**src/hw/rtl/fcsq_ram.sv**
```systemverilog
// ----------------------------------------------------------------------------
// fcsq_ram
// Simple dual-port RAM, one write port, one read port, registered read.
// ----------------------------------------------------------------------------
module fcsq_ram #(
    parameter int WIDTH = 8,
    parameter int DEPTH = 16,
    localparam int AW = (DEPTH > 1) ? $clog2(DEPTH) : 1
) (
    input  logic             i_clk,
    input  logic             i_we,
    input  logic [AW-1:0]    i_waddr,
    input  logic [WIDTH-1:0] i_wdata,
    input  logic [AW-1:0]    i_raddr,
    output logic [WIDTH-1:0] o_rdata
);
    logic [WIDTH-1:0] r_mem [DEPTH];
    logic [WIDTH-1:0] r_rdata;

    always_ff @(posedge i_clk) begin
        if (i_we) begin
            r_mem[i_waddr] <= i_wdata;
        end
        r_rdata <= r_mem[i_raddr];
    end

    assign o_rdata = r_rdata;
endmodule

```
**config.mk**
```make
export PLATFORM = sky130hd
export DESIGN_NAME = fcsq_ram
export DESIGN_NICKNAME = d
export VERILOG_FILES = /design/src/hw/rtl/fcsq_ram.sv
export SDC_FILE = /design/constraint.sdc
export NUM_CORES = 1
export LEC_CHECK = 0
export ABC_AREA = 1
export BUFFER_PORTS_ARGS = -buffer_cell sky130_fd_sc_hd__buf_4
export CORE_UTILIZATION = 50
export DETAILED_ROUTE_END_ITERATION = 8
export PLACE_DENSITY = 0.78
export SETUP_SLACK_MARGIN = 0.4
export SYNTH_ARGS = -nofsm -noshare
export SYNTH_HDL_FRONTEND = slang
export SYNTH_SLANG_ARGS = --single-unit
```
**constraint.sdc**
```tcl
create_clock -name i_clk -period 1.26 [get_ports i_clk]
set_input_delay 0.063 -clock i_clk [delete_from_list [all_inputs] [get_ports i_clk]]
set_output_delay 0.063 -clock i_clk [all_outputs]
set_load 0.01 [all_outputs]
```
==> summary.md <==
| Metric | Value |
|---|---|
| Status | completed |
| Drt first-iter violations | around 290 |
| Synth cell types | 12 |
| Setup slack after layout | around 290 ps |
| Port Buffers | 25 |
| Setup Skew | ~11 ps |
| CTS tree | done |
| Most frequent cells in the layout | nand2_1 (165), edfxtp_1 (128), inv_1 (99), nand3_1 (60), nand3_2 (37) |
| Slew @ Worst Pin | 409.2 ps |
| Clk_lat worst skew | ~420 ps |
| Post-route cell area | between 7000 and 8000 um^2 |
| Critical Path Sink Type | register |
| Commonest non-fill, non-tap cell in the layout | nand2_1 |
| Vias in the first global route | 3,817 |
| Slew Viols, Final | 0 |
| Clock sinks | 136 |
| TNS Setup | 0 ps |
| Startpoint types | register |
| Synth-to-layout area growth | 22.74% |
| H-tree Lvls | 4 |
| Period utilisation layout | 0.7731 |
| Max cap viols | 0 |
| Most area-hungry cell type in the Yosys netlist | edfxtp_1 |
| Critical path data required time | between 1500 and 2000 ps |
| Antenna Nets Post-Route | 0 |
| Synth Register Bits | about 140 |
| Overall Power | between 10,000 and 15,000 uW |
| Place WS | roughly 70 ps |
| Post-synth design cell area | roughly 5800 um^2 |
| Minimum clock period after layout | between 900 and 1000 ps |
| DP Area | slightly above 6000 um^2 |
| Root buffer cell | clkbuf_16 |
| Layout Nets | a little over 600 |
| I/O pins | 26 |
| Residual DRC | 0 |
| Synth top area share | 0.6665 |
| RSZ-0062 raised after global routing | yes |
| Die footprint | around 12,000 um^2 |
| Initial Util | 0.5228 |
| Die height | ~110 um |
| Initial antenna violation count | 0 |
| Reg2reg setup slack | about 290 ps |
| Seq pwr share | 0.474 |
| Clock tree buffer depth | 2 |
| Synthesized net count | 569 |
| Top area cells in the synthesized netlist | edfxtp_1 (67%), nand2_1 (11%), nand3_1 (8.4%), inv_1 (6.5%), dfxtp_1 (2.8%) |
| YS warnings | 0 |
| Pin count of the biggest net entering global routing | between 50 and 60 |
| WP data arrival | roughly 1300 ps |
| CTS buffer count | 17 |
| Hold Crit Endpoint | o_rdata[5]$_DFF_P_ |
| Worst reg2reg endpoint | o_rdata[5]$_DFF_P_ |
| Antenna Cells | 0 |
| Clock share of power | 0.455 |
| Hold path cells | 3 |
| P_sw | 2338 uW |
| Final hold viol count | 0 |
| Multi-input logic area | between 1000 and 1500 um^2 |
| Sw Ratio | 0.2172 |
| Post-DP HPWL | about 7.6 mm |
| Sequential area share after synthesis | 0.6943 |
| Vias | 3,907 |
| TritonRoute pass-1 iters | 5 |
| FP Rows | 38 |
| F_max | 1027 MHz |
| Final GP Congestion | approximately 0.90 |
| FF-to-FF path depth | 6 |
| Syn Area/Cell | around 10 um^2 |
| Relative slew slack | 0.7269 |
| Filler cells | between 800 and 900 |
| Fin util | 0.6417 |
| Gate Count Post-Synth | around 550 |
| First-pass GRT wire length | 19.64 mm |
| Worst VDD drop | around 1100 uV |
| Vias/cell | ~5.2 |
| Worst Setup Path Type | register to register |
| Internal cell power | between 8000 and 9000 uW |
| R2R Path Start | r_mem[2][5]$_DFFE_PP_ |
| Share of cells above drive strength 1 | 0.2246 |
| HP Start | i_raddr[3] |
| Die width | about 110 um |
| Combinational share of power | 0.072 |
| WL final | 12.79 mm |
| All-Layer GR Usage | 0.2342 |
| Critical Path Fanout Max | 1 |
| Power Dens Cells | 1520 nW/um^2 |
| Gr ovfl total | 0 |
| Clock transition at the registers of the reported paths | 50 ps |
| Core Area | about 11,000 um^2 |
| Pleak | a little over 0.003 uW |
| Routed wire per std cell | 17.05 um |
| # setup viols final | 0 |
| Hold crit path type | input pin to register |
| Register area | around 4000 um^2 |
## cells in the mapped netlist, drive strengths merged
library cell  instances
buf                  24
dfxtp                 8
edfxtp              128
inv                 102
nand2               173
nand3                97
nand3b                2
nor2                 17
## cells by family after synthesis
kind of cell,after synthesis,share of synthesized area
buffers and inverters,126,0.09525
and+or+nand+nor,289,0.2105
DFF,136,0.6943
## sequential cells by signal (all words and copies together) (netlist names)
register / cells
r_mem: 128
o_rdata: 8
## worst max-delay path by stage
| stage | startpoint | to | slack, ps |
|---|---|---|---|
| global placement | i_waddr[2] | r_mem[9][0]$_DFFE_PP_ | 110 |
| floorplan | i_waddr[0] | r_mem[0][0]$_DFFE_PP_ | 270 |
| detailed placement | i_waddr[3] | r_mem[6][7]$_DFFE_PP_ | 70 |
| finish | r_mem[2][5]$_DFFE_PP_ | o_rdata[5]$_DFF_P_ | 290 |
| global route | r_mem[1][3]$_DFFE_PP_ | o_rdata[3]$_DFF_P_ | 240 |
| CTS | r_mem[0][1]$_DFFE_PP_ | o_rdata[1]$_DFF_P_ | 310 |
## final cells by class
type,instances,share of cell area
Clock inverter,14,0.02227
Sequential cell,136,0.5667
Inverter,102,0.05409
Clock buffer,18,0.06063
Tap cell,140,0.02475
Multi-Input combinational cell,289,0.2043
Timing Repair Buffer,51,0.06717
## routing by layer
layer	GRT usage	vias to the layer above	routed length [um]
li1	-	1868	-
met1	0.2913	1868	5163
met2	0.3796	139	6439
met3	0.05157	32	727
met4	0.1343	0	456
met5	0	-	0
## metrics by stage
step,instances,hold slack [ps]
after floorplan,551,161.9
after global placement,713,382.5
after detailed placement,713,383.0
after CTS,749,-32.14
after global routing,750,5.900
final,750,1.249
## repair_timing
item                       in CTS  in global routing
hold buffers                    4                  1
setup endpoints to repair      16                 16
gates resized for setup        41                 19
pin swaps                      24                 15
hold endpoints to repair       42                  2
setup buffers                   0                  0
## worst max-delay path, cell delays in order (launching register included)
cell      delay [ps]
edfxtp_1         360
nand2_1           70
nand2_1           60
nand2_1           80
nand3_2          130
nand3_2          100
nand2_2           60
## power by group through the flow
stage               Combinational, uW  Sequential (uW)  Clock (uW)
floorplan                         363             5190           0
global placement                  654             5180           0
detailed placement                670             5180           0
CTS                               742             5090        4930
global route                      839             5100        5120
finish                            774             5100        4890
No activity file was read; power rests on OpenSTA's default activity.
